==> src/tsr_pkg.sv <==
// Shared types and constants for the triangle scan rasterizer.
package tsr_pkg;

    localparam int COORD_BITS = 12;
    localparam int VTX_W   = 16;
    localparam int DIM_W   = 13;
    localparam int PIX_W   = 12;
    localparam int ADDR_W  = 24;
    localparam int DIN_W   = 24;
    localparam int COLOR_W = 8;

    typedef enum logic {
        OP_LOAD = 1'b0,
        OP_STEP = 1'b1
    } t_op;

    localparam logic [1:0] SEL_V0     = 2'd0;
    localparam logic [1:0] SEL_V2     = 2'd2;
    localparam logic [1:0] SEL_UNUSED = 2'd3;

    localparam logic REG_WIDTH  = 1'b0;
    localparam logic REG_HEIGHT = 1'b1;

    // One classified pixel handed from the scan front to the shading back end.
    typedef struct packed {
        logic              idle;
        logic              last;
        logic [PIX_W-1:0]  x;
        logic [PIX_W-1:0]  y;
    } t_pix;

    typedef enum logic [1:0] {
        ST_IDLE,
        ST_EDGE,
        ST_DIV,
        ST_OUT
    } t_bstate;

endpackage

==> src/tsr_queue.sv <==
// Two-entry queue between the scan front and the shading back end.
module tsr_queue (
    input  logic           i_clk,
    input  logic           i_rst_n,
    input  logic           i_valid,
    output logic           o_ready,
    input  tsr_pkg::t_pix  i_data,
    output logic           o_valid,
    input  logic           i_ready,
    output tsr_pkg::t_pix  o_data
);
    import tsr_pkg::*;

    t_pix       r_mem [2];
    logic       r_wp, r_rp;
    logic [1:0] r_cnt;
    logic       push, pop;

    assign o_ready = (r_cnt != 2'd2);
    assign o_valid = (r_cnt != 2'd0);
    assign o_data  = r_mem[r_rp];
    assign push    = i_valid && o_ready;
    assign pop     = o_valid && i_ready;

    always_ff @(posedge i_clk) begin
        if (push) begin
            r_mem[r_wp] <= i_data;
        end
    end

    always_ff @(posedge i_clk) begin
        if (!i_rst_n) begin
            r_wp  <= 1'b0;
            r_rp  <= 1'b0;
            r_cnt <= '0;
        end else begin
            if (push) r_wp <= !r_wp;
            if (pop)  r_rp <= !r_rp;
            r_cnt <= r_cnt + 2'(push) - 2'(pop);
        end
    end

endmodule

==> config.mk <==
export PLATFORM = sky130hd
export DESIGN_NAME = tsr_queue
export DESIGN_NICKNAME = d
export VERILOG_FILES = /design/src/tsr_pkg.sv /design/src/tsr_queue.sv
export SDC_FILE = /design/constraint.sdc
export NUM_CORES = 1
export LEC_CHECK = 0
export BUFFER_PORTS_ARGS = -buffer_cell sky130_fd_sc_hd__buf_2
export CAP_MARGIN = 20
export CELL_PAD_IN_SITES_DETAIL_PLACEMENT = 1
export CELL_PAD_IN_SITES_GLOBAL_PLACEMENT = 2
export CORE_MARGIN = 5
export CORE_UTILIZATION = 39
export DETAILED_ROUTE_END_ITERATION = 12
export GPL_ROUTABILITY_DRIVEN = 0
export GPL_TIMING_DRIVEN = 0
export PLACE_DENSITY = 0.84
export SYNTH_ARGS = -nofsm -noshare
export SYNTH_HDL_FRONTEND = slang
export SYNTH_SLANG_ARGS = --single-unit
==> constraint.sdc <==
create_clock -name i_clk -period 3.47 [get_ports i_clk]
set_input_delay 0.347 -clock i_clk [delete_from_list [all_inputs] [get_ports i_clk]]
set_output_delay 0.347 -clock i_clk [all_outputs]
set_load 0.03 [all_outputs]
==> results.txt <==
outcome: complete, no violations
total power: 1930 uW
Cell Count, Final, Fillers Out: 258
clock-pin slew on the worst setup and hold paths: 60 ps
Tcrit/Tclk final: 0.559
initial antenna violation count: 0
diode count: 0
Worst EP arrival: 1590 ps
drt initial violations: 58
critical path cell sequence: buf_2 -> buf_4 -> mux2_1 -> buf_2
Worst path top cell family by delay: buffers and inverters
fin crit period: 1940 ps
hold_buf cts: 0
Hold Vio Cnt, Final: 0
drt first pass iters: 4
worst-skew pair later-pin latency: 330 ps
critical setup path kind: register to output port
Post-Syn Area per Cell: 19.3 sq um
maximum vdd drop: 0.000426 V
Hold Path Class: primary input to register
WL/cell: 16.2 um
Clock Sinks: 57
setup violators final: 0
maximum clock frequency: 515 MHz
Starting Density: 0.394
placed cells: 241
Fillers: 544
die width: 84.2 um
crit end category: output port
CP max FO: 10
MaxCap Viol Count: 0
Worst-Margin Slew: 448 ps
maximum number of pins on one net before global-route repair: 27
setup repair after global routing missed its margin: false
max-slew violation count: 0
CTS tree: yes
yosys warns: 0
simple-gate share of the synthesized area: 0.0455
IO Pins: 58
Synth Area in XOR/XNOR: 0.00408
# resized after CTS: 0
sequential element share of the synthesized area: 0.775
Num CTS Buffers: 9
drt drc: 0
vias in the first global route: 1354
Port Buf Inserts: 57
first-pass GRT wire length: 6.69 mm
Post-DP Area: 0.00255 sq mm
crit-path max cell delay: 350 ps
leak pwr: 0.00106 uW
H-tree depth: 3
Synth Area in Compound Gates: 0.0204
hpwl dp: 3.00 mm
drt total wl: 4.19 mm
Bufs and invs on worst path: 3
pwr dens: 700 mW/mm^2
setup bufs post-CTS: 0
Mapped Area: 0.00214 sq mm
Cells after Synth: 111
DIE AREA: 0.00708 sq mm
Clock Skew: 9.40 ps
Relative slew margins: 0.701
setup tns final: 0 ps
layout cells sized above 1: 0.403
Final Cell Area: 0.00275 sq mm
Adder-Cell Fraction of Synth Area: 0.00583
syn_nets: 142
mux contribution to synthesized area: 0.137
Worst Path Required: 3120 ps
maximum clock insertion buffer count: 2
Cell variety after synth: 25
GRT Resource Usage Total: 0.127
Vias: 1208
Antenna Violating Nets Remaining: 0
Final nets: 212
Synth Register Bits: 57
slowest stage cell, crit path: mux2_1
largest family of logic cells by synthesized area: multiplexers
most frequent cell on the critical path: buf_2
total grt overflow: 0
height of the die: 84.2 um
Site Rows: 27
crit path launch type: register
Layout area overhead: 28.4%
Via density: 4.68
Root Driver: clkbuf_8
core area: 0.00544 sq mm
registers in the layout, indices dropped and copies added, names as in the netlist, named ones only:
signal  count
r_wp        1
r_rp        1
r_cnt       2
r_mem      52
power breakdown:
group | internal [uW] | switching (uW)
sequential | 835 | 27.1
clock | 323 | 238
combinational | 179 | 325
total | 1340 | 591
worst paths after layout:
| check | cells past startpoint | startpoint | slack, ps | end |
|---|---|---|---|---|
| setup / recovery | 4 | register | 1530 | o_data[20] |
| setup reg to reg | 6 | r_cnt[1] | 1760 | r_cnt[1] |
| hold / removal | 1 | i_data[9] | 200 | r_mem[1][9] |
| hold reg to reg | 2 | r_rp | 520 | r_rp |
kinds of logic after synthesis:
| kind of cell | after synthesis |
|---|---|
| compound gates | 6 |
| xor+xnor | 1 |
| fa+ha+maj | 1 |
| buf+inv | 5 |
| flops | 57 |
| mux | 26 |
| simple gates | 15 |
layout by cell type (no fill, tap or decap), types with 2 or more instances in the layout:
master,n
clkbuf_8,9
buf_16,2
clkinv_1,3
and3_1,2
inv_1,2
mux2_1,26
buf_2,58
edfxtp_1,52
nor2_1,4
buf_4,2
clkbuf_1,2
dfxtp_1,5
per-stage QoR:
stage	utilization	hold slack, ps	worst slack (ps)
2_1_floorplan	-	446	1580
3_3_place_gp	0.463	484	1480
3_5_place_dp	0.468	507	1450
4_1_cts	0.501	188	1450
5_1_grt	0.506	184	1430
6_report	0.506	201	1530
synth_stat cells:
library cell  number  area, sq um
a21bo_1            1         10.0
and3_1             2         12.5
nor3_2             1         10.0
nand3_1            1         5.00
o21ai_1            1         5.00
dfxtp_1            5          100
or2_1              1         6.26
nor4_1             1         6.26
nor2_1             4         15.0
o21ai_0            1         5.00
nor2b_1            1         6.26
edfxtp_1          52         1560
o21ba_1            1         10.0
buf_2              1         5.00
o31a_1             1         8.76
inv_1              2         7.51
a21oi_1            1         5.00
mux2_1            26          293
nor4bb_2           1         16.3
nand3b_1           1         7.51
and2_1             1         6.26
ha_1               1         12.5
buf_4              2         15.0
nand2b_1           1         6.26
xor2_1             1         8.76
layout make-up:
class                   count  area, sq um  area share
well taps                  72         90.1      0.0327
inverters                   2         7.51     0.00273
plain buffers               3         20.0     0.00727
clock buffers              11          131      0.0477
clock inverters             5         46.3      0.0168
multi-input cells          49          455       0.165
repair buffers             59          340       0.124
flip-flops and latches     57         1660       0.604
metal layers:
layer  vias to the layer above  routed length (um)  GRT usage
met3                         7                 235     0.0402
met4                         0                 109     0.0965
li1                        572                   -          -
met2                        38                2160      0.209
met5                         -                   0          0
met1                       591                1680      0.135
No activity file was read; power rests on OpenSTA's default activity.
