## src/tsr_pkg.sv

```systemverilog
// Shared types and constants for the triangle scan rasterizer.
package tsr_pkg;

    localparam int COORD_BITS = 12;
    localparam int VTX_W   = 16;
    localparam int DIM_W   = 13;
    localparam int PIX_W   = 12;
    localparam int ADDR_W  = 24;
    localparam int DIN_W   = 24;
    localparam int COLOR_W = 8;

    typedef enum logic {
        OP_LOAD = 1'b0,
        OP_STEP = 1'b1
    } t_op;

    localparam logic [1:0] SEL_V0     = 2'd0;
    localparam logic [1:0] SEL_V2     = 2'd2;
    localparam logic [1:0] SEL_UNUSED = 2'd3;

    localparam logic REG_WIDTH  = 1'b0;
    localparam logic REG_HEIGHT = 1'b1;

    // One classified pixel handed from the scan front to the shading back end.
    typedef struct packed {
        logic              idle;
        logic              last;
        logic [PIX_W-1:0]  x;
        logic [PIX_W-1:0]  y;
    } t_pix;

    typedef enum logic [1:0] {
        ST_IDLE,
        ST_EDGE,
        ST_DIV,
        ST_OUT
    } t_bstate;

endpackage

```

## src/tsr_front.sv

```systemverilog
// Scan front end: vertex storage, bounding box setup and pixel walk.
module tsr_front #(
    parameter int DEPTH_BITS = 24
) (
    input  logic                       i_clk,
    input  logic                       i_rst_n,
    input  logic                       i_valid,
    output logic                       o_ready,
    input  logic                       i_op,
    input  logic [1:0]                 i_vertex_sel,
    input  logic signed [15:0]         i_vertex_x,
    input  logic signed [15:0]         i_vertex_y,
    input  logic [23:0]                i_vertex_depth,
    input  logic [7:0]                 i_color_red,
    input  logic [7:0]                 i_color_green,
    input  logic [7:0]                 i_color_blue,
    input  logic [tsr_pkg::DIM_W-1:0]  i_width,
    input  logic [tsr_pkg::DIM_W-1:0]  i_height,
    input  logic                       i_drained,
    input  logic                       i_q_ready,
    output logic                       o_q_valid,
    output tsr_pkg::t_pix              o_q_pix,
    output logic signed [15:0]         o_cx [3],
    output logic signed [15:0]         o_cy [3],
    output logic [DEPTH_BITS-1:0]      o_cd [3],
    output logic [23:0]                o_color
);
    import tsr_pkg::*;

    localparam int CB = COORD_BITS;

    logic signed [15:0]    r_cx [3];
    logic signed [15:0]    r_cy [3];
    logic [DEPTH_BITS-1:0] r_cd [3];
    logic [23:0]           r_color;
    logic [CB-1:0]         r_xmax, r_ymin, r_ymax, r_col, r_row;
    logic                  r_busy;

    logic signed [15:0] nx [3];
    logic signed [15:0] ny [3];
    logic signed [15:0] lx, hx, ly, hy;
    logic signed [13:0] flx, fhx, fly, fhy;
    logic [DIM_W-1:0]   ew, eh;
    logic signed [14:0] cx0, cx1, cy0, cy1;
    logic               nonempty, take, is_load, is_last, end_row;

    function automatic logic [DIM_W-1:0] eff(input logic [DIM_W-1:0] r);
        logic [DIM_W:0] lim;
        lim = (DIM_W+1)'(1) << CB;
        if (r == '0) return DIM_W'(1);
        if ({1'b0, r} > lim) return lim[DIM_W-1:0];
        return r;
    endfunction

    always_comb begin
        for (int i = 0; i < 3; i++) begin
            nx[i] = r_cx[i];
            ny[i] = r_cy[i];
        end
        nx[2] = i_vertex_x;
        ny[2] = i_vertex_y;
        lx = nx[0]; hx = nx[0]; ly = ny[0]; hy = ny[0];
        for (int i = 1; i < 3; i++) begin
            if (nx[i] < lx) lx = nx[i];
            if (nx[i] > hx) hx = nx[i];
            if (ny[i] < ly) ly = ny[i];
            if (ny[i] > hy) hy = ny[i];
        end
        flx = 14'(lx >>> 4);
        fhx = 14'(hx >>> 4);
        fly = 14'(ly >>> 4);
        fhy = 14'(hy >>> 4);
        ew = eff(i_width);
        eh = eff(i_height);
        cx0 = (flx < 0) ? 15'sd0 : 15'(flx);
        cy0 = (fly < 0) ? 15'sd0 : 15'(fly);
        cx1 = (15'(fhx) > $signed({2'b0, ew}) - 15'sd1) ? $signed({2'b0, ew}) - 15'sd1
                                                        : 15'(fhx);
        cy1 = (15'(fhy) > $signed({2'b0, eh}) - 15'sd1) ? $signed({2'b0, eh}) - 15'sd1
                                                        : 15'(fhy);
        nonempty = (cx0 <= cx1) && (cy0 <= cy1);
    end

    // The back end reads the vertex and color registers directly, so a load waits
    // until every earlier step transaction has left the block.
    assign is_load = (t_op'(i_op) == OP_LOAD);
    assign o_ready = is_load ? i_drained : i_q_ready;
    assign take    = i_valid && o_ready;
    assign end_row = (r_row == r_ymax);
    assign is_last = (r_col == r_xmax) && end_row;

    assign o_q_valid    = i_valid && !is_load;
    assign o_q_pix.idle = !r_busy;
    assign o_q_pix.last = !r_busy || is_last;
    assign o_q_pix.x    = r_busy ? PIX_W'(r_col) : '0;
    assign o_q_pix.y    = r_busy ? PIX_W'(r_row) : '0;

    always_ff @(posedge i_clk) begin
        if (!i_rst_n) begin
            for (int i = 0; i < 3; i++) begin
                r_cx[i] <= '0;
                r_cy[i] <= '0;
                r_cd[i] <= '0;
            end
            r_color <= '0;
            r_xmax  <= '0;
            r_ymin  <= '0;
            r_ymax  <= '0;
            r_col   <= '0;
            r_row   <= '0;
            r_busy  <= 1'b0;
        end else if (take) begin
            if (is_load) begin
                if (i_vertex_sel != SEL_UNUSED) begin
                    r_cx[i_vertex_sel] <= i_vertex_x;
                    r_cy[i_vertex_sel] <= i_vertex_y;
                    r_cd[i_vertex_sel] <= DEPTH_BITS'(i_vertex_depth);
                end
                if (i_vertex_sel == SEL_V0) begin
                    r_color <= {i_color_red, i_color_green, i_color_blue};
                end
                if (i_vertex_sel == SEL_V2) begin
                    r_busy <= nonempty;
                    if (nonempty) begin
                        r_xmax <= CB'(cx1);
                        r_ymin <= CB'(cy0);
                        r_ymax <= CB'(cy1);
                        r_col  <= CB'(cx0);
                        r_row  <= CB'(cy0);
                    end else begin
                        r_xmax <= '0;
                        r_ymin <= '0;
                        r_ymax <= '0;
                    end
                end
            end else if (r_busy) begin
                if (is_last) begin
                    r_busy <= 1'b0;
                end else if (end_row) begin
                    r_row <= r_ymin;
                    r_col <= r_col + CB'(1);
                end else begin
                    r_row <= r_row + CB'(1);
                end
            end
        end
    end

    assign o_cx    = r_cx;
    assign o_cy    = r_cy;
    assign o_cd    = r_cd;
    assign o_color = r_color;

endmodule

```

## config.mk

```make
export PLATFORM = sky130hd
export DESIGN_NAME = tsr_front
export DESIGN_NICKNAME = d
export VERILOG_FILES = /design/src/tsr_pkg.sv /design/src/tsr_front.sv
export SDC_FILE = /design/constraint.sdc
export NUM_CORES = 1
export LEC_CHECK = 0
export ABC_AREA = 1
export BUFFER_PORTS_ARGS = -buffer_cell sky130_fd_sc_hd__buf_2
export CORE_ASPECT_RATIO = 1.5
export CORE_UTILIZATION = 30
export CTS_CLUSTER_SIZE = 20
export DETAILED_ROUTE_END_ITERATION = 10
export GPL_TIMING_DRIVEN = 1
export PLACE_DENSITY = 0.52
export SETUP_SLACK_MARGIN = 0.5
export SLEW_MARGIN = 40
export SYNTH_ARGS = -nofsm -noshare
export SYNTH_HDL_FRONTEND = slang
export SYNTH_SLANG_ARGS = --single-unit
```

## constraint.sdc

```tcl
create_clock -name i_clk -period 6.7 [get_ports i_clk]
set_input_delay 1.005 -clock i_clk [delete_from_list [all_inputs] [get_ports i_clk]]
set_output_delay 1.005 -clock i_clk [all_outputs]
set_load 0.02 [all_outputs]
```

==> results.toml, run 1 <==
[critical_path]
r2r_start = "o_cy[37]"
worstPathRequired_ns = 7.19
endpoint_kind = "register"
path_class = "register to register"
cp_slowest_cell = "a21oi_1"
start_kind = "register"
cpPeakStageDelay_ns = 0.48
crit_top_cell = "buf_4"
reg2regPathDepth = 47
crit_arrival_ns = 7.84
reg2reg_to = "r_row[6]"
rrSetupSlack_ns = -0.65
critPathBufInv = 17
cpLargestDelayFamily = "compound AO/OA/AOI/OAI gates"
critPathMaxFanout = 7

[timing]
final-hold-violation-count = 0
slew_violations = 0
clock_skew_ns = 0.0234
rsz0062_at_grt = "true"
min_period_ns = 7.35
slew-limit-headroom_pct = 40.3
worstMarginPinSlew_ns = 0.893
worst_slack_ns = -0.653
fin_crit_sh_pct = 110
max_clock_freq_ghz = 0.136
setup_viol = 60

[global_routing]
grtUsageMet2_pct = 41.2
grt_overflow_total = 0
grt_max_degree = 121
antenna_found_initial = 0
grt_util_all_layers_pct = 22.3
grt_use_met1_pct = 24.4
grt_pass1_wl_mm = 94.9
grt_pass1_vias = 17400
grt_most_used_layer = "met2"
gr-usage-met3_pct = 3.96

[cells_and_area]
final_layout_size_suffix_gt1_share_pct = 31.9
syn_to_final_growth_pct = 40.8
antenna_cells = 0
fill_cells = 5416
fin_cells = 3637
regArea_um2 = 5130
multiInputGateArea_um2 = 10300
fin_nets = 3195

[worst_hold_path]
hp-class = "register to register"
hold_path.startpoint = "r_ymax[5]"
holdPathStages = 2
hold_path_end = "r_ymax[5]"

[synthesis]
ys_types = 52
synth_top_area_share_pct = 31.7
synth_edf_count = 0
synth-seq-area-share_pct = 31.7
syn_area_um2 = 15900
synthFlopType = "dfxtp_1"
syn_inst = 2371
synth_area_leaders = "dfxtp_1 (32%), ha_1 (12%), nand2_1 (9.8%)"
yosys.area.top_type = "dfxtp_1"
yosysWarnings = 0
avgSynthCellArea_um2 = 6.71
synth_seq_cells = 252
ys_async_sr_fraction_pct = 0

[floorplanning]
core_um2 = 52500
die_w_um = 190
die_height_um = 284
initial_utilization_pct = 30.3
ios = 334
placementRows = 103
die-area_um2 = 54000

[status]
status = "finished, violations left"
failed_checks = "negative setup slack"

[routing]
drt-vias-per-instance = 4.89
drtIter0Drc = 853
wirelength_mm = 61.5
drc = 0
drt_pass1_iterations = 5
dr_total_vias = 17800
routedWlPerCell_um = 16.9
ant_nets = 0

[power_and_ir_drop]
p_per_area_nw_per_um2 = 327
power_leakage_nw = 11.1
ir_drop_v = 0.000259
total_power_w = 0.00731

[clocking]
clock-root-buffer = "clkbuf_16"
cts_num_sinks = 252
clk_pin_slew_ns = 0.06
cts_tree = "built"
cts_hold_buf = 0
clk_latency_ns = 0.58
htree_levels = 1
clk_path_buf_depth = 3
cts_buffers = 28

[flow_run]
cap_viol_max_count = 0

[place]
port_buffers = 333
post-dp-hpwl_mm = 46.4
place.gp.congestion = 0.916
dp_cells = 3531
## cells by family after synthesis
kind of cell,after synthesis,synth area share (%)
AOI/OAI and AO/OA,574,19.1
xor gates and xnor gates,45,2.48
adders and majority gates,147,11.6
buffers and inverters,345,8.42
DFF,252,31.7
muxes,1,0.0629
other,1,0.0236
and+or+nand+nor,1006,26.6
## how the worst max path moves through the flow
| stage | from | to | slack, ns | cells past startpoint |
|---|---|---|---|---|
| 4_1_cts | o_cy[47] | r_row[4] | -0.49 | 56 |
| 6_report | o_cy[37] | r_row[6] | -0.65 | 47 |
| 5_1_grt | o_cy[35] | r_row[6] | -1.02 | 53 |
| 2_1_floorplan | o_cy[47] | r_row[7] | 0.008 | 56 |
| 3_5_place_dp | o_cy[46] | r_ymax[11] | -0.83 | 53 |
| 3_3_place_gp | o_cy[42] | r_row[11] | -0.82 | 41 |
## power by group
part | internal, W | switching [W]
logic | 0.00191 | 0.00223
clock network | 0.000912 | 0.000689
registers | 0.00153 | 0.0000375
## per-stage QoR
step	hold slack (ns)	TNS [ns]	cell area [um^2]	utilization [%]	worst slack, ns
final	0.476	-34.76	22400	42.7	-0.653
after global routing	0.491	-56.82	22400	42.7	-1.02
after CTS	0.476	-26.73	22000	41.9	-0.489
after detailed placement	0.467	-47.15	20300	38.7	-0.834
after global placement	0.459	-45.83	20300	38.6	-0.823
after floorplan	0.453	0	16200	-	0.00770
## placed cells by master, fill, tap and decap left out, types with 25 or more instances in the layout
cell       count
o21ai_0      266
nand3_2       25
nand4_1       41
nand2_1      380
buf_2        332
xnor2_1       25
ha_1         136
nand3_1       99
a21oi_1      174
dfxtp_1      218
a21oi_2       28
nor2_1       351
clkbuf_16     32
o21ai_1       31
buf_4        298
inv_1        192
nand2_2       34
## synthesized netlist by cell type, types with 5 or more instances
cell      number
a21oi_1      202
buf_4          5
clkbuf_1     111
dfxtp_1      252
ha_1         147
inv_1        211
inv_2          9
nand2_1      417
nand2_2       11
nand3_1      123
nand3_2        6
nand3b_1       5
nand4_1       41
nor2_1       357
nor2_2         8
nor3_1        14
nor4_1         8
o211ai_1       9
o21a_1        11
o21ai_0      306
o21ai_1       15
or2_2         10
xnor2_1       25
xor2_1        20
## flip-flops by register name, summed over array words and instances, names as in the netlist
name and flops:
o_cd 72, o_cx 48, o_cy 48, o_color 24
r_col 12, r_row 12, r_xmax 12, r_ymax 12
r_ymin 11, r_busy 1
## worst reg2reg max path: cells and delay by family, from the launching register on
family | cells | cell delay, ns
DFF | 1 | 0.35
buffers and inverters | 17 | 2.02
AOI/OAI and AO/OA | 14 | 2.03
and+or+nand+nor | 13 | 1.91
adders and majority gates | 3 | 0.96
## layer usage
metal	part of all wire, %	wire (um)
met1	38	23700
met2	51	31500
met3	5.8	3600
met4	4.6	2820
met5	0	0
## what timing repair did
item | 4_1_cts | 5_1_grt
endpoints found under the setup margin | 60 | 60
resized for setup | 118 | 68
pin swaps | 68 | 21
setup buffers | 41 | 4
cloned | 7 | 2
endpoints found under the hold margin | 0 | 0
## cell type report
| type | count | area share, % |
|---|---|---|
| clock inverter | 12 | 0.464 |
| timing repair buffer | 653 | 19.1 |
| multi-input combinational | 1776 | 46.1 |
| sequential | 252 | 22.9 |
| timing repair inverter | 2 | 0.0671 |
| inverter | 221 | 3.84 |
| clock buffer | 39 | 3.73 |
| tap | 682 | 3.81 |
Note: power is estimated with default switching activity, not from simulation.
==> inputs of run 2 (changes only) <==
- CELL_PAD_IN_SITES_DETAIL_PLACEMENT: not set -> 2
- CELL_PAD_IN_SITES_GLOBAL_PLACEMENT: not set -> 2
- CORE_UTILIZATION: 30 -> 27
- PLACE_DENSITY: 0.52 -> 0.78
- clock period: 6.7 -> 6.75 ns (I/O delays scaled with it)
==> run 2 against run 1 <==
The run still ends with negative setup slack left. Highest routed layer unchanged. Core utilization decreased by 3.9 points. Routed wire length increased by 31%. Combinational power increased by 1%. Count of clock-buffer cells in the layout increased by 3. Largest power group unchanged. Worst setup slack got worse by 0.38 ns. Critical path depth increased by 1. Maximum frequency decreased by 5.6%. Cell area increased by 0.56%. Die area increased by 11%.
==> results.toml, run 2 (same netlist as run 1, synthesis figures left out) <==
[global_routing]
grt_max_degree = 121
grt_overflow_total = 0
grt_util_all_layers_pct = 26.1
grt_pass1_wl_mm = 124
grt_pass1_vias = 21700
antenna_found_initial = 3

[cells_and_area]
fin_nets = 3191
largest_reg_flops = 72
layout_commonest_cell = "nand2_1"
final_cell_mix = "nand2_1 (389), nor2_1 (351), buf_2 (332), buf_4 (295), o21ai_0 (269)"
final_layout_size_suffix_gt1_share_pct = 32.0
syn_to_final_growth_pct = 41.5
multiInputGateArea_um2 = 10400
final_area_um2 = 22500
fill_cells = 6902
regArea_um2 = 5130

[critical_path]
r2r_start = "o_cy[39]"
critPathMaxFanout = 17
cp_slowest_cell = "o41ai_4"
worstPathRequired_ns = 7.19
endpoint_kind = "register"
path_class = "register to register"
crit_top_cell = "o21ai_1"
cpPeakStageDelay_ns = 0.56
start_kind = "register"
crit_arrival_ns = 8.22
cp-startpoint = "o_cy[39]"

[timing]
final-hold-violation-count = 0
worst_slack_ns = -1.04
tns_ns = -55.05
fin_crit_sh_pct = 115
rsz0062_at_grt = "true"
holdWs_ns = 0.485
slew-limit-headroom_pct = 41.9
setup_viol = 60
slew_violations = 0
min_period_ns = 7.79
worstMarginPinSlew_ns = 0.861
clock_skew_ns = 0.0282
max_clock_freq_ghz = 0.128

[status]
status = "finished, violations left"
failed_checks = "negative setup slack"

[clocking]
clk_latency_ns = 0.59
cts_hold_buf = 0
cts_buffers = 29
clock-root-buffer = "clkbuf_16"
clk_pin_slew_ns = 0.07
htree_levels = 1
cts_tree = "built"
clk_path_buf_depth = 3
cts_num_sinks = 252

[power_and_ir_drop]
total_power_w = 0.00733
p_per_area_nw_per_um2 = 326
power_leakage_nw = 11.0
net-switching-power_w = 0.00319
p_seq_share_pct = 21.2
clkPwrFrac_pct = 21.7
power_frac_comb_pct = 57.1
p_int_w = 0.00414
p_sw_share_pct = 43.5
ir_drop_v = 0.000193

[place]
port_buffers = 333
post-dp-hpwl_mm = 59.6
dpl_cell_area_um2 = 20400
place.gp.congestion = 0.879

[floorplanning]
die_w_um = 200
placementRows = 108
die-area_um2 = 59900
ios = 334
die_height_um = 299
core_um2 = 58100
initial_utilization_pct = 27.4

[routing]
dr_total_vias = 19100
wirelength_mm = 80.9
ant_nets = 0
routedWlPerCell_um = 21.7
drt_pass1_iterations = 5
drt-vias-per-instance = 5.13
drc = 0
drtIter0Drc = 541

[worst_hold_path]
hold_path.startpoint = "o_color[22]"
hp-class = "register to register"

[flow_run]
cap_viol_max_count = 0
run 2: cell type report:
type	instances	share of cell area, %
repair buffers	645	18.4
multi-input cells	1776	46.2
repair inverters	5	0.222
inverters	221	3.93
clock buffers	42	3.85
flip-flops and latches	252	22.8
well taps	770	4.28
clock inverters	9	0.250
diodes	2	0.0222
run 2: worst paths after layout:
path | end | slack [ns] | cells after the start
worst max-delay path | r_xmax[11] | -1.04 | 48
worst min-delay path | o_color[22] | 0.48 | 2
worst min register to register | o_color[22] | 0.48 | 2
worst max register to register | r_xmax[11] | -1.04 | 48
run 2: layer usage:
| metal | global-route usage (%) | wire length [um] | vias to the layer above |
|---|---|---|---|
| met5 | 0 | 0 | - |
| met4 | 12.6 | 4230 | 0 |
| met3 | 5.38 | 4360 | 215 |
| met2 | 50.0 | 42400 | 531 |
| met1 | 26.6 | 29800 | 9390 |
| li1 | - | - | 8971 |
run 2: power groups by stage:
stage | sequential, W | combinational, W | clock (W)
after global placement | 0.00159 | 0.00312 | 0
final | 0.00156 | 0.00419 | 0.00159
after floorplan | 0.00161 | 0.00184 | 0
after CTS | 0.00156 | 0.00387 | 0.00162
after detailed placement | 0.00159 | 0.00336 | 0
after global routing | 0.00156 | 0.00450 | 0.00167
run 2: critical path: cells and delay by family (launching register included):
kind,cells,cell delay (ns)
DFF,1,0.35
and+or+nand+nor,12,1.32
buffers and inverters,11,1.40
AOI/OAI and AO/OA,21,3.39
adders and majority gates,4,1.14
run 2: repair_timing:
action,4_1_cts,5_1_grt
pin swaps,54,35
setup buffers,30,6
hold endpoints to repair,0,0
gates cloned,8,1
gates resized for setup,123,69
setup endpoints to repair,60,60
run 2: per-stage QoR:
stage | utilization, % | cells | worst slack (ns)
after floorplan | - | 2372 | 0.0577
after global placement | 35.1 | 3622 | -0.717
after detailed placement | 35.2 | 3624 | -1.14
after CTS | 38.1 | 3713 | -0.620
after global routing | 38.7 | 3721 | -1.41
final | 38.7 | 3722 | -1.04
